[src/rtl/xaad_pkg.sv]
`timescale 1ns / 1ps
// ----------------------------------------------------------------------------
// xaad_pkg - XA-ADPCM stereo nibble decoder shared definitions
// Word types, filter coefficient tables and the per-channel sample decode.
// ----------------------------------------------------------------------------
package xaad_pkg;

   // Rounding term and divide-by-64 shift of the prediction
   localparam int RoundBias = 32;
   localparam int DivShift  = 6;

   // Input word: two block headers and one packed data byte
   typedef struct packed {
      logic [7:0] left_hdr;
      logic [7:0] right_hdr;
      logic [7:0] packed_byte;
   } req_word_type;

   // Output word: one decoded stereo sample pair
   typedef struct packed {
      logic signed [15:0] left_pcm;
      logic signed [15:0] right_pcm;
   } rsp_word_type;

   // Coefficient applied to the last output
   function automatic logic signed [7:0] coef_last(input logic [1:0] filter);
      logic signed [7:0] coef;
      unique case (filter)
         2'd0:    coef = 8'sd0;
         2'd1:    coef = 8'sd60;
         2'd2:    coef = 8'sd115;
         default: coef = 8'sd98;
      endcase
      return coef;
   endfunction

   // Coefficient applied to the output before the last
   function automatic logic signed [7:0] coef_before(input logic [1:0] filter);
      logic signed [7:0] coef;
      unique case (filter)
         2'd0:    coef = 8'sd0;
         2'd1:    coef = 8'sd0;
         2'd2:    coef = -8'sd52;
         default: coef = -8'sd55;
      endcase
      return coef;
   endfunction

   // Decode one 4-bit sample of one channel against its two-sample history
   function automatic logic signed [15:0] decode_nibble(
      input logic [7:0]         header,
      input logic [3:0]         nibble,
      input logic signed [15:0] last,
      input logic signed [15:0] prior
   );
      logic [3:0]         shift;
      logic [1:0]         filter;
      logic signed [15:0] scaled;
      logic signed [23:0] prod_last;
      logic signed [23:0] prod_before;
      logic signed [24:0] pred;
      logic signed [17:0] quot;
      logic signed [18:0] sum;
      logic signed [15:0] sample;

      shift  = header[3:0];
      filter = header[5:4];

      // nibble sits at bits 15:12, then arithmetic shift (not capped)
      scaled = $signed({nibble, 12'h000}) >>> shift;

      prod_last   = coef_last(filter) * last;
      prod_before = coef_before(filter) * prior;
      pred = 25'(prod_last) + 25'(prod_before) + 25'(RoundBias);

      // divide by 64, truncating toward zero
      if (pred[24]) begin
         quot = 18'((pred + 25'((1 << DivShift) - 1)) >>> DivShift);
      end else begin
         quot = 18'(pred >>> DivShift);
      end

      sum = 19'(scaled) + 19'(quot);

      // saturate to signed 16 bits
      if (sum > 19'sd32767) begin
         sample = 16'sh7fff;
      end else if (sum < -19'sd32768) begin
         sample = 16'sh8000;
      end else begin
         sample = sum[15:0];
      end
      return sample;
   endfunction

endpackage

[src/rtl/xaad_stream_if.sv]
`timescale 1ns / 1ps
// ----------------------------------------------------------------------------
// xaad_stream_if - valid/ready channels of the stereo decoder
// Input channel carries headers and the packed byte, output the PCM pair.
// ----------------------------------------------------------------------------
interface xaad_req_if;
   logic       valid;
   logic       ready;
   logic [7:0] left_hdr;
   logic [7:0] right_hdr;
   logic [7:0] packed_byte;

   modport source (output valid, output left_hdr, output right_hdr,
                   output packed_byte, input ready);
   modport sink   (input valid, input left_hdr, input right_hdr,
                   input packed_byte, output ready);
endinterface

interface xaad_rsp_if;
   logic               valid;
   logic               ready;
   logic signed [15:0] left_pcm;
   logic signed [15:0] right_pcm;

   modport source (output valid, output left_pcm, output right_pcm, input ready);
   modport sink   (input valid, input left_pcm, input right_pcm, output ready);
endinterface

[src/rtl/xa_adpcm_stereo_nibble_decoder.sv]
`timescale 1ns / 1ps
// ----------------------------------------------------------------------------
// xa_adpcm_stereo_nibble_decoder - 4-bit stereo XA-ADPCM sample pair decoder
// Decodes one left and one right nibble per word with per-channel history.
//
//   channel    direction  word contents
//   req_chan   in         left_hdr, right_hdr, packed_byte
//   rsp_chan   out        left_pcm, right_pcm
//
// One word a cycle sustained while rsp_chan stays ready; each word passes the
// input register and then the result register before it shows on rsp_chan.
// The decode of both channels sits between the input and result registers,
// including the history update that the next word depends on.
// Synchronous reset clears both valid flags and all history to zero.
// A stalled output holds its word; the input register still takes a word
// while the output waits, then ready drops until the output moves.
// ----------------------------------------------------------------------------
module xa_adpcm_stereo_nibble_decoder (
   input logic       clock,
   input logic       reset,
   xaad_req_if.sink  req_chan,
   xaad_rsp_if.source rsp_chan
);

   // Holding registers
   logic                  in_valid_ff,  in_valid_in;
   xaad_pkg::req_word_type in_word_ff,  in_word_in;
   logic                  out_valid_ff, out_valid_in;
   xaad_pkg::rsp_word_type out_word_ff, out_word_in;

   // Two-sample history per channel
   logic signed [15:0] left_last_ff,   left_last_in;
   logic signed [15:0] left_before_ff, left_before_in;
   logic signed [15:0] right_last_ff,  right_last_in;
   logic signed [15:0] right_before_ff, right_before_in;

   logic               advance;
   logic               req_take;
   logic signed [15:0] left_sample;
   logic signed [15:0] right_sample;

   // Pipeline control
   assign advance        = in_valid_ff && (!out_valid_ff || rsp_chan.ready);
   assign req_chan.ready = !in_valid_ff || advance;
   assign req_take       = req_chan.valid && req_chan.ready;

   // Per-channel decode of the held word
   assign left_sample  = xaad_pkg::decode_nibble(in_word_ff.left_hdr,
                                                 in_word_ff.packed_byte[3:0],
                                                 left_last_ff, left_before_ff);
   assign right_sample = xaad_pkg::decode_nibble(in_word_ff.right_hdr,
                                                 in_word_ff.packed_byte[7:4],
                                                 right_last_ff, right_before_ff);

   // Next-state logic
   always_comb begin
      in_valid_in     = in_valid_ff;
      in_word_in      = in_word_ff;
      out_valid_in    = out_valid_ff;
      out_word_in     = out_word_ff;
      left_last_in    = left_last_ff;
      left_before_in  = left_before_ff;
      right_last_in   = right_last_ff;
      right_before_in = right_before_ff;

      if (rsp_chan.ready) begin
         out_valid_in = 1'b0;
      end
      if (advance) begin
         in_valid_in           = 1'b0;
         out_valid_in          = 1'b1;
         out_word_in.left_pcm  = left_sample;
         out_word_in.right_pcm = right_sample;
         left_before_in        = left_last_ff;
         left_last_in          = left_sample;
         right_before_in       = right_last_ff;
         right_last_in         = right_sample;
      end
      if (req_take) begin
         in_valid_in            = 1'b1;
         in_word_in.left_hdr    = req_chan.left_hdr;
         in_word_in.right_hdr   = req_chan.right_hdr;
         in_word_in.packed_byte = req_chan.packed_byte;
      end
   end

   // Control state and history
   always_ff @(posedge clock) begin
      if (reset) begin
         in_valid_ff     <= 1'b0;
         out_valid_ff    <= 1'b0;
         left_last_ff    <= '0;
         left_before_ff  <= '0;
         right_last_ff   <= '0;
         right_before_ff <= '0;
      end else begin
         in_valid_ff     <= in_valid_in;
         out_valid_ff    <= out_valid_in;
         left_last_ff    <= left_last_in;
         left_before_ff  <= left_before_in;
         right_last_ff   <= right_last_in;
         right_before_ff <= right_before_in;
      end
   end

   // Payload registers
   always_ff @(posedge clock) begin
      in_word_ff  <= in_word_in;
      out_word_ff <= out_word_in;
   end

   assign rsp_chan.valid     = out_valid_ff;
   assign rsp_chan.left_pcm  = out_word_ff.left_pcm;
   assign rsp_chan.right_pcm = out_word_ff.right_pcm;

endmodule

[src/flat_wrapper.sv]
// flat-port wrapper written by rule: the top's interface ports become plain ports
module xa_adpcm_stereo_nibble_decoder_flat 
  (clock, reset, req_chan_valid, req_chan_left_hdr, req_chan_right_hdr, req_chan_packed_byte, req_chan_ready, rsp_chan_valid, rsp_chan_left_pcm, rsp_chan_right_pcm, rsp_chan_ready);
  xaad_req_if req_chan_i ();
  xaad_rsp_if rsp_chan_i ();
  input logic clock;
  input logic reset;
  input wire logic [$bits(req_chan_i.valid)-1:0] req_chan_valid;
  input wire logic [$bits(req_chan_i.left_hdr)-1:0] req_chan_left_hdr;
  input wire logic [$bits(req_chan_i.right_hdr)-1:0] req_chan_right_hdr;
  input wire logic [$bits(req_chan_i.packed_byte)-1:0] req_chan_packed_byte;
  output wire logic [$bits(req_chan_i.ready)-1:0] req_chan_ready;
  output wire logic [$bits(rsp_chan_i.valid)-1:0] rsp_chan_valid;
  output wire logic [$bits(rsp_chan_i.left_pcm)-1:0] rsp_chan_left_pcm;
  output wire logic [$bits(rsp_chan_i.right_pcm)-1:0] rsp_chan_right_pcm;
  input wire logic [$bits(rsp_chan_i.ready)-1:0] rsp_chan_ready;
  assign req_chan_i.valid = req_chan_valid;
  assign req_chan_i.left_hdr = req_chan_left_hdr;
  assign req_chan_i.right_hdr = req_chan_right_hdr;
  assign req_chan_i.packed_byte = req_chan_packed_byte;
  assign req_chan_ready = req_chan_i.ready;
  assign rsp_chan_valid = rsp_chan_i.valid;
  assign rsp_chan_left_pcm = rsp_chan_i.left_pcm;
  assign rsp_chan_right_pcm = rsp_chan_i.right_pcm;
  assign rsp_chan_i.ready = rsp_chan_ready;
  xa_adpcm_stereo_nibble_decoder u_core (.clock(clock), .reset(reset), .req_chan(req_chan_i), .rsp_chan(rsp_chan_i));
endmodule
[config.mk]
export PLATFORM = sky130hd
export DESIGN_NAME = xa_adpcm_stereo_nibble_decoder_flat
export DESIGN_NICKNAME = d
export VERILOG_FILES = /design/src/rtl/xaad_pkg.sv /design/src/rtl/xaad_stream_if.sv /design/src/rtl/xa_adpcm_stereo_nibble_decoder.sv /design/src/flat_wrapper.sv
export SDC_FILE = /design/constraint.sdc
export NUM_CORES = 1
export LEC_CHECK = 0
export BUFFER_PORTS_ARGS = -buffer_cell sky130_fd_sc_hd__buf_2
export CORE_UTILIZATION = 30
export CTS_CLUSTER_DIAMETER = 40
export CTS_CLUSTER_SIZE = 40
export DETAILED_ROUTE_END_ITERATION = 10
export PLACE_DENSITY = 0.45
export SYNTH_ARGS = -nofsm -noshare
export SYNTH_HDL_FRONTEND = slang
export SYNTH_SLANG_ARGS = --single-unit
export TNS_END_PERCENT = 1
[constraint.sdc]
create_clock -name clock -period 13 [get_ports clock]
set_input_delay 1.3 -clock clock [delete_from_list [all_inputs] [get_ports clock]]
set_output_delay 1.3 -clock clock [all_outputs]
set_load 0.02 [all_outputs]
==> After elaboration in Yosys (flattened, before gate mapping) <==
Index checks and enable logic that the tools add are counted.
{ "totals": {"wordCells": 59, "mem_bits_rw": 0, "mem_bits_ro": 0, "out_inout_bits": 34, "reg_bits": 118, "mem_count": 0, "latch_bits": 0} }
{ "classes": {"n_addsub": 8, "n_div": 0, "n_mux": 14, "magnitude_cmp": 4, "mul": 4, "bitwise": 0, "n_shift": 2, "reduce_logical": 12, "eq_ne": 4} }
{ "ops": {"columns": ["op", "n"], "rows": [
  ["8-bit by 16-bit multiplier with 24-bit output", 4],
  ["16-bit two-way mux", 4],
  ["24-bit by 24-bit adder with 25-bit output", 2],
  ["25-bit by 7-bit adder with 25-bit output (second input constant)", 2],
  ["24-bit by 7-bit adder with 24-bit output (second input constant)", 2],
  ["7-bit one-hot mux with 3 select lines", 2],
  ["16-bit by 18-bit adder with 19-bit output", 2],
  ["19-bit by 16-bit greater-than comparator with 1-bit output (second input constant)", 2],
  ["19-bit by 16-bit < comparator with 1-bit output (second input constant)", 2],
  ["18-bit two-way mux", 2],
  ["8-bit one-hot mux with 2 select lines", 2],
  ["16-bit by 4-bit >>> shifter with 16-bit output", 2],
  ["2-bit by 1-bit == test with 1-bit output (second input constant)", 2],
  ["2-bit == test (second input constant)", 2],
  ["2-bit logical NOT", 2],
  ["1-bit two-way mux", 4],
  ["2-bit nonzero test", 2],
  ["2-bit OR reduction", 2],
  ["1-bit logical AND", 2],
  ["1-bit logical NOT", 2],
  ["1-bit logical OR", 2]
]} }

==> Logic depth before layout (Yosys ltp) <==
Gate-level depths: netlist of the first run.
{ "logic_depth": {"ltp_word": 12, "mapped_depth": 42} }

==> Worst setup path before layout of the first run <==
OpenSTA, ideal clock, no wires.
{ "synth_timing": {"path_kind": "register to register", "startpoint": "register u_core.in_word_ff[20] (netlist bit)", "endpoint": "register u_core.left_last_ff[6]", "arrival_ps": 9763, "period_less_slack_ps": 9854, "stages_incl_launch_ff": 37, "setup_slack_ps": 3146, "n_path_buf": 5, "path_cell_list": "edfxtp_1 ha_1 clkbuf_1 or2_2 clkbuf_1 clkbuf_1 and2_1 fa_1 inv_1 fa_1 fa_1 inv_1 fa_1 fa_1 fa_1 ha_1 clkbuf_1 a211o_1 a21oi_1 o211ai_1 a21oi_1 o31ai_1 xnor2_1 nor4b_2 mux2i_1 xnor2_1 ha_1 o21a_1 o21ai_0 a221oi_1 nor2_1 a21oi_1 o311ai_1 o21bai_1 o21bai_1 buf_2 a311oi_1"} }
{ "synth_between": {"elab_chain_len": 12, "word_cells_on_any_way": 17, "classes_between": "add/sub (4); mul (2); order compare (2); eq/ne (2); mux (5); reduce/logical (2)"} }
{ "synth_rtl": {"columns": ["element", "line", "text"], "rows": [
  ["from (decl)", "xa_adpcm_stereo_nibble_decoder.sv:27", "xaad_pkg::req_word_type in_word_ff, in_word_in;"],
  ["from (signal assigned)", "xa_adpcm_stereo_nibble_decoder.sv:108", "in_word_ff <= in_word_in;"],
  ["2-bit by 1-bit == test with 1-bit output / 2-bit logical NOT (equally long branches)", "xaad_pkg.sv:28, xaad_pkg.sv:40", null],
  ["2-bit OR reduction (no line)", null, null],
  ["8-bit one-hot mux with 2 select lines", "xaad_pkg.sv:40", "unique case (filter)"],
  ["8-bit by 16-bit multiplier with 24-bit output", "xaad_pkg.sv:73", "prod_before = coef_before(filter) * prior;"],
  ["24-bit by 24-bit adder with 25-bit output (*)", "xaad_pkg.sv:74", "pred = 25'(prod_last) + 25'(prod_before) + 25'(RoundBias);"],
  ["25-bit by 7-bit adder with 25-bit output (*)", "xaad_pkg.sv:74", null],
  ["24-bit by 7-bit adder with 24-bit output", "xaad_pkg.sv:78", "quot = 18'((pred + 25'((1 << DivShift) - 1)) >>> DivShift);"],
  ["18-bit two-way mux (*)", "xaad_pkg.sv:77", "if (pred[24]) begin"],
  ["16-bit by 18-bit adder with 19-bit output (*)", "xaad_pkg.sv:83", "sum = 19'(scaled) + 19'(quot);"],
  ["19-bit by 16-bit < comparator with 1-bit output", "xaad_pkg.sv:88", "end else if (sum < -19'sd32768) begin"],
  ["16-bit two-way mux", "xaad_pkg.sv:88", null],
  ["16-bit two-way mux (*)", "xaad_pkg.sv:86", "if (sum > 19'sd32767) begin"],
  ["to (signal assigned)", "xa_adpcm_stereo_nibble_decoder.sv:99", "left_last_ff <= left_last_in;"],
  ["to (decl)", "xa_adpcm_stereo_nibble_decoder.sv:32", "logic signed [15:0] left_last_ff, left_last_in;"]
]} }
Mark *: on every way between the ends. The rest lies on a longest branch, timed or not.
A chain may end at the register's enable or synchronous reset.

==> Final worst setup path of the first run <==
{ "layout_timing": {"startpoint": "register u_core.in_word_ff[20] (netlist bit)", "endpoint": "register u_core.out_word_ff, in the netlist u_core.rsp_chan.left_pcm[14], data pin"} }
{ "layout_between": {"elab_chain_len": 12, "word_cells_on_any_way": 17, "classes_between": "add/sub (4); mul (2); order compare (2); eq/ne (2); mux (5); reduce/logical (2)"} }
{ "layout_rtl": {"columns": ["element", "line", "text"], "rows": [
  ["2-bit by 1-bit == test with 1-bit output / 2-bit logical NOT (equally long branches)", "xaad_pkg.sv:28, xaad_pkg.sv:40", null],
  ["2-bit OR reduction (no line)", null, null],
  ["8-bit one-hot mux with 2 select lines", "xaad_pkg.sv:40", null],
  ["8-bit by 16-bit multiplier with 24-bit output", "xaad_pkg.sv:73", null],
  ["24-bit by 24-bit adder with 25-bit output (*)", "xaad_pkg.sv:74", null],
  ["25-bit by 7-bit adder with 25-bit output (*)", "xaad_pkg.sv:74", null],
  ["24-bit by 7-bit adder with 24-bit output", "xaad_pkg.sv:78", null],
  ["18-bit two-way mux (*)", "xaad_pkg.sv:77", null],
  ["16-bit by 18-bit adder with 19-bit output (*)", "xaad_pkg.sv:83", null],
  ["19-bit by 16-bit < comparator with 1-bit output", "xaad_pkg.sv:88", null],
  ["16-bit two-way mux", "xaad_pkg.sv:88", null],
  ["16-bit two-way mux (*)", "xaad_pkg.sv:86", null],
  ["net u_core.left_sample[14]", "xa_adpcm_stereo_nibble_decoder.sv:39", "logic signed [15:0] left_sample;"],
  ["to (signal assigned)", "xa_adpcm_stereo_nibble_decoder.sv:109", "out_word_ff <= out_word_in;"],
  ["to (decl)", "xa_adpcm_stereo_nibble_decoder.sv:29", "xaad_pkg::rsp_word_type out_word_ff, out_word_in;"]
]} }
The timed path passes the listed nets; every way through them passes the cells marked *.

==> summary.txt, run 1 <==
Status: completed
Post-CTS sizing: 0
Initial Util: 0.304
RR Startpoint: u_core.in_word_ff[20]
Max incr delay on CP: 0.96 ns
Ports: 62
CTS tree: built
Setup TNS: 0 ns
First-pass GRT wire length: 99.7 mm
Leading area contributor after synthesis: fa_1
Initial antenna violation count: 0
Die X: 277 um
CTS sink count: 118
Post-route DRC: 0
Top cell by count, worst path: fa_1
Vias in the first global route: 17761
Height of the die: 277 um
Pin count of the biggest net entering global routing: 53
FF+latch count, synth: 118
DIE AREA: 76700 um2
Top_reg_cell synth: dfxtp_1
Worst-path fanout max: 18
Syn_area_per_cell: 9.03 um2
Worst Setup Start Kind: register
Post-route minimum period: 11.59 ns
Leading cell types in the layout, fill and taps excluded: inv_1 (500), fa_1 (360), ha_1 (256)
Wire length per cell: 17.2 um
Peak Freq: 0.0863 GHz
ANT cells: 0
Number of synthesized flops with an enable pin: 52
Leading cell type in the layout, fill and taps excluded: inv_1
ANT nets after route: 0
Top-area cell type share of the netlist area: 0.318
Total number of vias: 16574
Reg clk slew, reported paths: 0.08 ns
Mapped Area: 22700 um2
Top cells by area, synth: fa_1 (32%), ha_1 (14%), inv_1 (8.3%)
GR Overflow Total: 0
Final GP Congestion: 0.848
Worst endpoint data arrival time: 11.87 ns
Clock Latency Late Sink: 0.49 ns
Fin Clk Skew: 0.0242 ns
Final wirelength: 60.6 mm
Rows: 100
Setup violators final: 0
Cells after synthesis: 2514
Ys async rst share: 0
H-tree Lvls: 4
Router iterations before antenna repair: 5
Hpwl dp: 50.9 mm
Crit end category: register
Fin util: 0.329
Reg2Reg Depth: 32
Reg2reg end: u_core.rsp_chan.left_pcm[14]
Hold crit path type: register to register
Yosys cell types: 77
R2R setup slack: 1.41 ns
CTS root buf: clkbuf_16
Slew Viols, Final: 0
Share of layout cells above drive strength 1: 0.0645
Period utilisation layout: 0.892
Clk buf depth: 2
Placeable Area: 74700 um2
NumNets Final: 3175
Worst Setup EP: u_core.rsp_chan.left_pcm[14]
Slew HR: 0.216
Yosys synthesis warning count: 0
Drt first-iter violations: 685
Crit-path slowest cell: o311ai_1
Num CTS Buffers: 17
Area growth syn-to-layout: 8.45%
Final hold vios: 0
Slew at the pin closest to its max-slew limit: 1.17 ns
WP data required: 13.28 ns
Syn nets: 3158
Vias per cell: 4.72
Count of input and output buffers: 57
Max_cap viols: 0
Setup crit start: u_core.in_word_ff[20]
Sequential share of the synthesized area: 0.127
GRT Util Overall: 0.166
WS Path Type: register to register
Hold_buf cts: 0
Post-CTS setup buffers: 0
RSZ-0062 raised after global routing: false
sequential cells by signal (all words and copies together), names as in the netlist:
signal / count
u_core.right_last_ff: 16
u_core.rsp_chan.right_pcm: 16
u_core.right_before_ff: 16
u_core.left_before_ff: 16
u_core.in_word_ff: 20
u_core.left_last_ff: 16
u_core.rsp_chan.left_pcm: 16
u_core.in_valid_ff: 1
u_core.rsp_chan.valid: 1
kinds of logic (layout without fill, tap and decap cells):
| family | after synthesis | after routing | synth area share |
|---|---|---|---|
| compound gates | 357 | 357 | 0.103 |
| xor+xnor | 116 | 116 | 0.0454 |
| simple gates | 712 | 712 | 0.161 |
| fa+ha+maj | 616 | 616 | 0.459 |
| flops | 118 | 118 | 0.127 |
| buf+inv | 575 | 605 | 0.0958 |
| mux | 20 | 20 | 0.00910 |
metal layers:
metal	global-route usage	part of all wire	vias up
met4	0.0346	0.014	0
met2	0.243	0.42	221
met1	0.255	0.54	8213
met5	0	0	-
li1	-	-	8099
met3	0.0227	0.031	41
worst min path at each step:
stage / start / to / slack (ns) / cells past startpoint
after detailed placement: u_core.right_before_ff[3] / u_core.right_before_ff[3] / 0.48 / 2
after CTS: u_core.right_before_ff[8] / u_core.right_before_ff[8] / 0.49 / 2
final: u_core.left_before_ff[7] / u_core.left_before_ff[7] / 0.49 / 2
after global routing: u_core.left_before_ff[2] / u_core.left_before_ff[2] / 0.50 / 2
after floorplan: u_core.left_before_ff[0] / u_core.left_before_ff[0] / 0.45 / 2
after global placement: u_core.left_before_ff[13] / u_core.left_before_ff[13] / 0.47 / 2
synth_stat cells, types with 25 or more instances:
library cell	count
ha_1	256
xor2_1	38
xnor2_1	77
nor3_1	29
clkbuf_1	65
dfxtp_1	66
and2_1	155
fa_1	360
a21oi_1	109
nand2_1	209
or2_2	41
inv_1	500
nor2b_1	42
nor2_1	130
nand3_1	32
edfxtp_1	52
a211oi_1	25
o21ai_0	65
critical path: cells and delay by family (launching register included):
family                   cells  cell delay, ns
AO/OA/AOI/OAI               12            4.37
adder cells (fa/ha/maj)      9            4.05
AND/OR/NAND/NOR              4            1.46
buffers and inverters        4            0.41
flip-flops                   1            0.41
XOR/XNOR                     2            0.39
multiplexers                 1            0.27
per-stage QoR:
step | hold WS, ns | std cells | area (um2) | setup slack, ns
6_report | 0.486 | 3513 | 24600 | 1.41
5_1_grt | 0.502 | 3513 | 24600 | 0.389
3_3_place_gp | 0.472 | 3481 | 24000 | 1.62
3_5_place_dp | 0.477 | 3481 | 24000 | 1.37
2_1_floorplan | 0.454 | 2514 | 22700 | 3.15
4_1_cts | 0.489 | 3513 | 24600 | 1.30
area by class of cell:
type	count	area [um2]
multi-input cells	1821	17600
repair buffers	72	398
well taps	969	1210
clock inverters	13	156
flip-flops and latches	118	2880
fillers	7729	50100
inverters	501	1880
clock buffers	19	433
Power of run 1 is not shown: default switching activity piles up to over one toggle a cycle in this logic, so the estimate is an artifact.
==> run 2: changes to the inputs <==
==> constraint.sdc (replaced) <==
create_clock -name clock -period 13 [get_ports clock]
set_input_delay 0 -clock clock [delete_from_list [all_inputs] [get_ports clock]]
set_output_delay 0 -clock clock [all_outputs]
set_load 0.02 [all_outputs]
==> summary.txt, run 2 (same netlist as run 1, synthesis figures left out) <==
Crit-path slowest cell: o311ai_1
Drt first-iter violations: 643
Initial antenna violation count: 1
Final hold vios: 0
Post-CTS sizing: 0
Area growth syn-to-layout: 9.26%
Hpwl dp: 50.6 mm
First-pass GRT wire length: 100 mm
Count of input and output buffers: 57
Final GP Congestion: 0.853
Initial Util: 0.304
RSZ-0062 raised after global routing: false
Leading cell types in the layout, fill and taps excluded: inv_1 (500), fa_1 (360), ha_1 (256)
WS Path Type: register to register
Wire length per cell: 17.2 um
Share of layout cells above drive strength 1: 0.0628
Worst endpoint data arrival time: 12.10 ns
Vias in the first global route: 17911
Leading cell type in the layout, fill and taps excluded: inv_1
ANT cells: 0
Num CTS Buffers: 17
Period utilisation layout: 0.909
Total number of vias: 16632
Clk buf depth: 2
Biggest register: u_core.in_word_ff
Pin count of the biggest net entering global routing: 75
Vias per cell: 4.71
DIE AREA: 76700 um2
Clock Latency Late Sink: 0.49 ns
H-tree Lvls: 4
Area of the multi-input gates: 17600 um2
Placeable Area: 74700 um2
Max incr delay on CP: 0.97 ns
ANT nets after route: 0
Post-route DRC: 0
WP data required: 13.29 ns
GRT Util Overall: 0.167
Final wirelength: 60.9 mm
Worst Setup Start Kind: register
Reg clk slew, reported paths: 0.08 ns
Fillers: 7745
Status: completed
Slew HR: 0.195
Peak Freq: 0.0847 GHz
Die X: 277 um
NumNets Final: 3195
GR Overflow Total: 0
Setup violators final: 0
Max_cap viols: 0
Max FFs per register: 20
Post-route minimum period: 11.81 ns
Height of the die: 277 um
CTS tree: built
CTS root buf: clkbuf_16
Setup TNS: 0 ns
Rows: 100
Fin util: 0.332
Slew at the pin closest to its max-slew limit: 1.21 ns
CTS sink count: 118
Hold crit path type: primary input to register
Ports: 62
Router iterations before antenna repair: 5
Fin Clk Skew: 0.0213 ns
Slew Viols, Final: 0
Storage cell area: 2880 um2
Crit end category: register
Worst-path fanout max: 18
==> run 2: cell types whose count changed in the layout (fill, tap and decap cells not counted) <==
cell / previous run / this run
dlygate4sd3_1: 0 / 23
buf_4: 15 / 12
clkinvlp_4: 2 / 4
bufinv_16: 3 / 2
clkinv_4: 2 / 1
==> run 2: layout make-up <==
cell class / instances / area share
Clock buffer: 19 / 0.0175
Clock inverter: 13 / 0.00535
Inverter: 501 / 0.0760
Multi-Input combinational cell: 1821 / 0.712
Sequential cell: 118 / 0.116
Tap cell: 969 / 0.0489
Timing Repair Buffer: 92 / 0.0244
==> run 2: layer usage <==
layer  vias up  share of wire  GRT usage
met3        44          0.035     0.0246
met2       231           0.42      0.246
met5         -              0          0
li1       8124              -          -
met4         0          0.014     0.0360
met1      8233           0.53      0.254
==> run 2: repair_timing <==
item                      in CTS  in global routing
hold endpoints to repair      22                  0
hold buffers                  23                  0
buffers inserted               0                  0
==> run 2: per-stage QoR <==
stage	hold WS, ns	std cells	setup WS [ns]	area (um2)
floorplan	0.0989	2514	3.15	22700
global placement	0.177	3478	1.41	24000
detailed placement	0.178	3478	1.14	24000
CTS	0.172	3533	1.04	24800
global route	0.218	3533	0.174	24800
finish	0.220	3533	1.19	24800
==> run 2: critical path, delay by kind of cell, from the launching register on <==
family                     cells  cell delay [ns]
and+or+nand+nor                4             1.46
xor gates and xnor gates       2             0.42
buffers and inverters          5             0.35
adders and majority gates      9             4.29
DFF                            1             0.45
muxes                          1             0.27
AOI/OAI and AO/OA             12             4.37
==> run 2: final timing paths <==
kind / depth (start not counted) / slack (ns) / start / end
worst max-delay path: 33 / 1.19 / u_core.in_word_ff[20] / u_core.rsp_chan.left_pcm[1]
worst max register to register: 33 / 1.19 / u_core.in_word_ff[20] / u_core.rsp_chan.left_pcm[1]
worst min register to register: 2 / 0.49 / u_core.right_before_ff[13] / u_core.right_before_ff[13]
worst min-delay path: 3 / 0.22 / reset / u_core.left_last_ff[15]
Power of run 2 is left out for the same reason.
==> run 3: changes to the inputs <==
--- a/config.mk
+++ b/config.mk
@@ -6,11 +6,14 @@
 export NUM_CORES = 1
 export LEC_CHECK = 0
 export BUFFER_PORTS_ARGS = -buffer_cell sky130_fd_sc_hd__buf_2
+export CAP_MARGIN = 25
+export CELL_PAD_IN_SITES_DETAIL_PLACEMENT = 0
+export CELL_PAD_IN_SITES_GLOBAL_PLACEMENT = 2
 export CORE_UTILIZATION = 30
 export CTS_CLUSTER_DIAMETER = 40
 export CTS_CLUSTER_SIZE = 40
 export DETAILED_ROUTE_END_ITERATION = 10
-export PLACE_DENSITY = 0.45
+export PLACE_DENSITY = 0.64
 export SYNTH_ARGS = -nofsm -noshare
 export SYNTH_HDL_FRONTEND = slang
 export SYNTH_SLANG_ARGS = --single-unit
==> summary.txt, run 3 (same netlist as run 1, synthesis figures left out) <==
Share of layout cells above drive strength 1: 0.0639
Final hold slack: 0.217 ns
Setup ws final: 1.32 ns
Leading cell types in the layout, fill and taps excluded: inv_1 (500), fa_1 (360), ha_1 (256)
Clk buf depth: 2
Peak Freq: 0.0857 GHz
ANT nets after route: 0
GRT Util Overall: 0.173
Rows: 100
Final hold vios: 0
Top cell by count, worst path: fa_1
Reg2reg end: u_core.rsp_chan.left_pcm[2]
CTS tree: built
Crit end category: register
Final wirelength: 63.1 mm
Die X: 277 um
Fillers: 7722
Crit-path slowest cell: a21boi_0
Setup crit start: u_core.in_word_ff[20]
CP bufs+invs: 3
Num CTS Buffers: 17
Slew at the pin closest to its max-slew limit: 0.899 ns
Post-route DRC: 0
Initial antenna violation count: 1
RR Startpoint: u_core.in_word_ff[20]
Worst Setup EP: u_core.rsp_chan.left_pcm[2]
Clock Latency Late Sink: 0.48 ns
NumNets Final: 3199
Count of input and output buffers: 57
Vias per cell: 4.71
Leading cell type in the layout, fill and taps excluded: inv_1
Biggest register: u_core.in_word_ff
Setup violators final: 0
Total number of vias: 16673
Max incr delay on CP: 0.74 ns
CP top delay family: adder cells
Post-Place Worst Slack: 1.12 ns
Initial Util: 0.304
Fin Clk Skew: 0.0209 ns
WS Path Type: register to register
First-pass GRT wire length: 103 mm
Reg2Reg Depth: 31
DIE AREA: 76700 um2
R2R setup slack: 1.32 ns
Critical path depth: 31
CTS root buf: clkbuf_16
Hold crit path type: primary input to register
CTS sink count: 118
Wire length per cell: 17.8 um
Router iterations before antenna repair: 6
Height of the die: 277 um
Max FFs per register: 20
Setup TNS: 0 ns
Vias in the first global route: 17626
Max_cap viols: 0
Post-route minimum period: 11.68 ns
Hpwl dp: 52.6 mm
Placeable Area: 74700 um2
Worst-path fanout max: 21
Final GP Congestion: 0.835
Area growth syn-to-layout: 9.97%
GR Overflow Total: 0
Slew Viols, Final: 0
RSZ-0062 raised after global routing: false
Ports: 62
Worst Setup Start Kind: register
Worst endpoint data arrival time: 11.84 ns
Drt first-iter violations: 714
Pin count of the biggest net entering global routing: 72
H-tree Lvls: 4
Period utilisation layout: 0.898
ANT cells: 0
WP data required: 13.17 ns
Slew HR: 0.396
Reg clk slew, reported paths: 0.07 ns
Status: completed
-- run 3: cell types whose count changed in the layout (fill, tap and decap cells not counted), moves of 2 or more --
cell        change
buf_16          +2
bufinv_16       +3
clkbuf_8        +2
clkinv_2        -4
clkinv_4        +2
clkinvlp_4      -2
-- run 3: tightest hold or removal path: cells and delay by family --
kind | cells | cell delay (ns)
simple gates | 1 | 0.18
buf+inv | 2 | 0.43
-- run 3: worst min-delay path by stage --
stage / startpoint / end / cells after the start
after floorplan: req_chan_packed_byte[0] / u_core.in_word_ff[0] / 0
after global placement: req_chan_left_hdr[3] / u_core.in_word_ff[19] / 1
after detailed placement: req_chan_packed_byte[0] / u_core.in_word_ff[0] / 1
after CTS: reset / u_core.in_valid_ff / 3
after global routing: req_chan_packed_byte[1] / u_core.in_word_ff[1] / 2
final: reset / u_core.in_valid_ff / 3
-- run 3: cell type report --
cell class,count,area [um2],share of cell area
tap,969,1210,0.0486
clock buffer,20,457,0.0183
timing repair buffer,96,677,0.0271
multi-input combinational,1821,17600,0.707
clock inverter,12,200,0.00802
inverter,501,1880,0.0755
sequential,118,2880,0.116
-- run 3: per-layer routing --
metal / routed length [um] / track usage / vias up / share of wire
li1: - / - / 8138 / -
met1: 34200 / 0.271 / 8268 / 0.54
met2: 25800 / 0.249 / 238 / 0.41
met3: 2390 / 0.0236 / 29 / 0.038
met4: 669 / 0.0328 / 0 / 0.011
met5: 0 / 0 / - / 0
-- run 3: repair_timing --
| item | in CTS | in global routing |
|---|---|---|
| endpoints found under the setup margin | 0 | 0 |
| gates resized for setup | 0 | 0 |
| buffers inserted | 0 | 0 |
| hold buffers | 23 | 0 |
| hold endpoints to repair | 22 | 0 |
-- run 3: through the flow --
stage | instance area, um2 | utilization | std cells
after floorplan | 22700 | - | 2514
after global placement | 24000 | 0.321 | 3478
after detailed placement | 24000 | 0.322 | 3480
after CTS | 24900 | 0.334 | 3535
after global routing | 25000 | 0.334 | 3537
final | 25000 | 0.334 | 3537
Power of run 3 is left out for the same reason.
